--- config.mk ---
export PLATFORM = sky130hd
export DESIGN_NAME = far_queue
export DESIGN_NICKNAME = d
export VERILOG_FILES = /design/src/far_pkg.sv /design/src/far_queue.sv
export SDC_FILE = /design/constraint.sdc
export NUM_CORES = 1
export LEC_CHECK = 0
export BUFFER_PORTS_ARGS = -buffer_cell sky130_fd_sc_hd__buf_2
export CELL_PAD_IN_SITES_DETAIL_PLACEMENT = 1
export CELL_PAD_IN_SITES_GLOBAL_PLACEMENT = 1
export CORE_MARGIN = 2
export CORE_UTILIZATION = 47
export DETAILED_ROUTE_END_ITERATION = 16
export PLACE_DENSITY = 0.93
export SKIP_LAST_GASP = 1
export SYNTH_ARGS = -nofsm -noshare
export SYNTH_HDL_FRONTEND = slang
export SYNTH_SLANG_ARGS = --single-unit
--- constraint.sdc ---
create_clock -name clk -period 24.2 [get_ports clk]
set_clock_uncertainty 0.1 [all_clocks]
set_input_delay 4.84 -clock clk [delete_from_list [all_inputs] [get_ports clk]]
set_output_delay 4.84 -clock clk [all_outputs]
set_load 0.03 [all_outputs]
--- src/far_pkg.sv ---
// Shared types and command codes for the fraction arithmetic reducer.
package far_pkg;

  localparam int unsigned CMD_W = 3;
  localparam int unsigned OPW   = 32;
  localparam int unsigned RESW  = 64;

  localparam logic [CMD_W-1:0] CMD_ADD = 3'd0;
  localparam logic [CMD_W-1:0] CMD_SUB = 3'd1;
  localparam logic [CMD_W-1:0] CMD_MUL = 3'd2;
  localparam logic [CMD_W-1:0] CMD_DIV = 3'd3;
  localparam logic [CMD_W-1:0] CMD_INC = 3'd4;
  localparam logic [CMD_W-1:0] CMD_DEC = 3'd5;

  typedef struct packed {
    logic [CMD_W-1:0]  cmd;
    logic signed [OPW-1:0] a_num;
    logic signed [OPW-1:0] a_den;
    logic signed [OPW-1:0] b_num;
    logic signed [OPW-1:0] b_den;
  } in_item_t;

  typedef struct packed {
    logic signed [RESW-1:0] res_num;
    logic signed [RESW-1:0] res_den;
    logic                   zero_gcd_error;
  } out_item_t;

  // Unreduced job handed from front to back.
  typedef struct packed {
    logic [RESW-1:0] num;
    logic [RESW-1:0] den;
    logic            reduce;
  } job_t;

endpackage

--- src/far_queue.sv ---
// Two-entry queue between front and back ends.
module far_queue import far_pkg::*; (
  input  logic clk,
  input  logic rst,
  input  job_t wr_data,
  input  logic wr_valid,
  output logic wr_ready,
  output job_t rd_data,
  output logic rd_valid,
  input  logic rd_ready
);

  job_t mem [2];
  logic wp, rp;
  logic [1:0] count;

  assign wr_ready = (count != 2'd2);
  assign rd_valid = (count != 2'd0);
  assign rd_data  = mem[rp];

  always_ff @(posedge clk) begin
    if (rst) begin
      wp <= 1'b0;
      rp <= 1'b0;
      count <= 2'd0;
    end else begin
      if (wr_valid && wr_ready) wp <= ~wp;
      if (rd_valid && rd_ready) rp <= ~rp;
      count <= count + 2'(wr_valid && wr_ready) - 2'(rd_valid && rd_ready);
    end
  end

  always_ff @(posedge clk) begin
    if (wr_valid && wr_ready) mem[wp] <= wr_data;
  end

endmodule

### After elaboration in Yosys (flattened, before gate mapping)

Memories as Yosys holds them, arrays and structs flattened. A register that Yosys moved wholly into a read port is not among the register bits.
Cells that the tools add are included.

* eq/ne operators: 1
* shift-type cells: 0
* reduce and logical (&&, ||, !) cells: 3
* $add $sub $neg: 2
* divide/modulo/power cells: 0
* bitwise operators: 2
* $mul: 0
* multiplexer cells: 4
* order comparisons: 0

Operators by type and width (number)
* $mux 1: 4
* $add 2x1->2: 1
* $logic_and 1x1->1: 2
* $ne 2x2->1 const B: 1
* $not 1->1: 2
* $reduce_bool 2->1: 1
* $sub 2x1->2: 1

* ROM bits: 0
* logic and storage cells: 16
* memory bits (writable): 258
* bits of input ports: 133
* bits in latches: 0
* memories kept: 1
* register bits after elaboration: 4

Memory list
* mem: depth 2, width 129, read ports 1, clocked after Yosys merged registers in 1, write ports 1, line far_queue.sv:13 `job_t mem [2];`

### Logic depth before layout (Yosys ltp)

* depth in word-level cells: 4
* mapped depth: 8
* gate-level depth less buffers: 8

### Worst setup path after synthesis

No wires, ideal clock.

* path kind: input to register
* start point: input wr_valid
* end point: memory mem[0][0] in the netlist's numbering, enable pin
* arrival time: 10.295 ns
* buffers on the path: 0
* stages on the path: 2
* setup slack: 13.185 ns
* setup time: 0.619 ns
* path through: nand2_1 -> nor2_1

* longest elaborated chain between the ends: 3

Ends and longest elaborated chain
* start: declaration: line far_queue.sv:6 `input logic wr_valid,`
* $logic_and 1x1->1: line far_queue.sv:34 `if (wr_valid && wr_ready) mem[wp] <= wr_data;`
* $mux 1: line far_queue.sv:34
* $mux 1 (not written as such): line far_queue.sv:34
* end: declaration: line far_queue.sv:13

Every way passes these cells.

==> metrics.json <==
{
  "ys_top_cells_by_area": {"value": "sky130_fd_sc_hd__edfxtp_1 (81%), sky130_fd_sc_hd__mux2_2 (15%), sky130_fd_sc_hd__buf_6 (1.5%)"},
  "ctsHtreeMaxLevel": {"value": 1},
  "critical_path_required": {"value": 19.26, "unit": "ns"},
  "routed_wire_length_per_instance": {"value": 21.1, "unit": "um"},
  "worstSetupStartpointType": {"value": "register"},
  "routed.top_layer": {"value": "met4"},
  "report.final.hold_viol_count": {"value": 0},
  "dominant_combinational_cell_family_by_area_after_synthesis": {"value": "multiplexers"},
  "register_area": {"value": 7850, "unit": "um^2"},
  "cp-end-kind": {"value": "output pin"},
  "max_freq": {"value": 127, "unit": "MHz"},
  "layout_setup_ws": {"value": 16.32, "unit": "ns"},
  "tritoncts": {"value": "yes"},
  "grt_util_all_layers": {"value": 19.0, "unit": "%"},
  "timing.final.setup_violations": {"value": 0},
  "chipWidth": {"value": 147, "unit": "um"},
  "min-delay-path-class": {"value": "reg2reg"},
  "post_synthesis_compound_gate_area_fraction": {"value": 0.0784, "unit": "%"},
  "share_seq_of_total_power": {"value": 43.3, "unit": "%"},
  "multi_input_area": {"value": 1590, "unit": "um^2"},
  "synthSimpleGateAreaFrac": {"value": 0.562, "unit": "%"},
  "worst_slew_pin_slew": {"value": 1.18, "unit": "ns"},
  "timing.rr.end": {"value": "mem[0][55]"},
  "period_share": {"value": 32.5, "unit": "%"},
  "nFillCells": {"value": 1857},
  "cts_buffer_depth": {"value": 3},
  "first_global_vias": {"value": 5557},
  "pwr_density_cell": {"value": 115, "unit": "nW/um^2"},
  "grt_overflow": {"value": 0},
  "synth.avg_cell_area": {"value": 22.5, "unit": "um^2"},
  "critPathArrivalTime": {"value": 2.94, "unit": "ns"},
  "clkSinkCount": {"value": 263},
  "drcViolationCount": {"value": 0},
  "power.share.clock": {"value": 29.2, "unit": "%"},
  "syn-cell-area": {"value": 9580, "unit": "um^2"},
  "syn-instance-count": {"value": 425},
  "clk_latency": {"value": 0.51, "unit": "ns"},
  "holdBufCountCts": {"value": 0},
  "finalWirelength": {"value": 21100, "unit": "um"},
  "r2r_setup_slack": {"value": 21.27, "unit": "ns"},
  "synth.distinct_cells": {"value": 16},
  "detailed_place_hpwl": {"value": 14100, "unit": "um"},
  "reg2reg_depth": {"value": 5},
  "finalNonFillerCells": {"value": 1001},
  "cts_root_buf": {"value": "sky130_fd_sc_hd__clkbuf_16"},
  "fin_setup_tns": {"value": 0, "unit": "ns"},
  "run_status": {"value": "finished, final reports clean"},
  "pre_cts_ws": {"value": 16.83, "unit": "ns"},
  "floorplan.initialDensity": {"value": 47.6, "unit": "%"},
  "synth_top_area_share": {"value": 80.9, "unit": "%"},
  "final_antenna_net_count": {"value": 0},
  "power.share.combinational": {"value": 27.4, "unit": "%"},
  "cell_internal_pwr": {"value": 943, "unit": "uW"},
  "synth_seq_cells": {"value": 263},
  "synth-seq-area-share": {"value": 81.9, "unit": "%"},
  "grt_first_pass_wirelength": {"value": 31500, "unit": "um"},
  "synth_mux_area_share": {"value": 15.3, "unit": "%"},
  "placedCellCount": {"value": 948},
  "wl_met2": {"value": 11400, "unit": "um"},
  "routed_length_on_met3": {"value": 1380, "unit": "um"},
  "finalWeightedCongestion": {"value": 0.739},
  "rsz0062_at_grt": {"value": "no"},
  "yosys_warnings": {"value": 0},
  "finalCriticalPeriod": {"value": 7.88, "unit": "ns"},
  "postCtsSetupRepairBufs": {"value": 0},
  "clk_pin_slew": {"value": 0.06, "unit": "ns"},
  "met1_length": {"value": 7840, "unit": "um"},
  "drtIter0Drc": {"value": 233},
  "grt_antenna_before_repair": {"value": 3},
  "finalCoreUtilization": {"value": 59.8, "unit": "%"},
  "avgViaCountPerCell": {"value": 4.99},
  "synth_top_area_cell": {"value": "sky130_fd_sc_hd__edfxtp_1"},
  "timing.max_cap.violations": {"value": 0},
  "synth_xor_xnor_area_share": {"value": 0.274, "unit": "%"},
  "net_switching_power": {"value": 437, "unit": "uW"},
  "sw_frac_of_total": {"value": 31.7, "unit": "%"},
  "crit_path_end": {"value": "rd_data[9]"},
  "floorplan.io_pins": {"value": 264},
  "yosys.area_share.adder": {"value": 0.261, "unit": "%"},
  "worstHoldStart": {"value": "rp"},
  "flow.area_growth_from_synthesis": {"value": 25.5, "unit": "%"},
  "cts-buffers-inserted": {"value": 29},
  "die_height": {"value": 147, "unit": "um"},
  "detailroute.via_count": {"value": 4996},
  "rows": {"value": 52},
  "maximum_resistive_drop_on_vdd": {"value": 0.0000729, "unit": "V"},
  "numPortBuffers": {"value": 263},
  "design.core.area": {"value": 20100, "unit": "um^2"},
  "maximum_number_of_pins_on_one_net_before_global_route_repair": {"value": 88},
  "r2r_path_start": {"value": "count[0]"},
  "cellLeakagePower": {"value": 0.00448, "unit": "uW"},
  "worst-path-max-fanout": {"value": 87},
  "syn_nets": {"value": 560},
  "design.final.nets": {"value": 844},
  "worstSetupPathType": {"value": "reg2out"},
  "worst_slew_margin_rel": {"value": 21.3, "unit": "%"},
  "drive_gt1_share": {"value": 60.4, "unit": "%"},
  "count_of_instances_resized_after_the_clock_tree_is_built": {"value": 0},
  "slew_viol_final": {"value": 0},
  "die-area": {"value": 21500, "unit": "um^2"},
  "drt_pass1_iterations": {"value": 4}
}
area by class of cell:
class,instances,share of cell area [%]
clock buffer,41,6.75
multi-input combinational,147,13.2
inverter,1,0.0312
timing repair buffer,267,11.2
antenna,2,0.0416
tap,270,2.81
sequential,263,65.3
clock inverter,10,0.635
registers in the layout, indices dropped and copies added, names as in the netlist, named ones only:
| name | count |
|---|---|
| mem | 258 |
| count | 2 |
| rp | 1 |
| wp | 1 |
critical path: stages, from the launching register on:
cell and delay [ns]:
sky130_fd_sc_hd__dfxtp_4 0.70, sky130_fd_sc_hd__buf_4 0.89, sky130_fd_sc_hd__mux2_2 0.44, sky130_fd_sc_hd__buf_2 0.18
synthesized netlist by cell type (all sizes together):
| library cell | count |
|---|---|
| o21a | 1 |
| edfxtp | 258 |
| dfxtp | 5 |
| nor2 | 5 |
| nor2b | 2 |
| xnor2 | 2 |
| and3 | 1 |
| or2 | 1 |
| inv | 1 |
| buf | 14 |
| mux2 | 130 |
| nand2b | 1 |
| ha | 2 |
| xor2 | 1 |
| nand2 | 1 |
how the worst min path moves through the flow:
stage	endpoint	slack, ns	cells after the start
2_1_floorplan	register	0.38	2
6_report	rp	0.45	2
3_5_place_dp	rp	0.44	2
5_1_grt	rp	0.47	2
4_1_cts	rp	0.46	2
3_3_place_gp	rp	0.40	2
metal layers:
metal  track usage (%)  vias up
li1                  -     2260
met4              4.76        0
met3              5.06       36
met1              21.9     2499
met5                 0        -
met2              35.2      201
kinds of logic (layout without fill, tap and decap cells):
group / count (synthesis) / in the layout
multiplexers: 130 / 130
flip-flops: 263 / 263
adder cells (fa/ha/maj): 2 / 2
XOR/XNOR: 3 / 3
AO/OA/AOI/OAI: 1 / 1
other: 0 / 2
AND/OR/NAND/NOR: 11 / 11
buffers and inverters: 15 / 319
metrics by stage:
stage               area (um^2)  hold slack [ns]  total power (uW)
floorplan                  9580            0.381               893
global placement          11100            0.400               970
detailed placement        11100            0.443               989
CTS                       12000            0.464              1400
global route              12000            0.474              1430
finish                    12000            0.454              1380
cell usage in the layout, fill, tap and decap left out, types with 3 or more instances in the layout:
cell type and instances:
sky130_fd_sc_hd__clkbuf_8 4, sky130_fd_sc_hd__clkinv_2 3, sky130_fd_sc_hd__clkinv_1 4, sky130_fd_sc_hd__mux2_2 130, sky130_fd_sc_hd__clkbuf_1 8, sky130_fd_sc_hd__nor2_1 4, sky130_fd_sc_hd__clkbuf_16 29, sky130_fd_sc_hd__buf_2 263
sky130_fd_sc_hd__dfxtp_1 4, sky130_fd_sc_hd__edfxtp_1 258, sky130_fd_sc_hd__buf_4 4
power by group through the flow:
stage | combinational, uW | sequential, uW | clock (uW)
2_1_floorplan | 290 | 602 | 0
3_3_place_gp | 368 | 601 | 0
3_5_place_dp | 381 | 608 | 0
4_1_cts | 384 | 600 | 413
5_1_grt | 397 | 605 | 429
6_report | 378 | 598 | 404
Note: power is estimated with default switching activity, not from simulation.
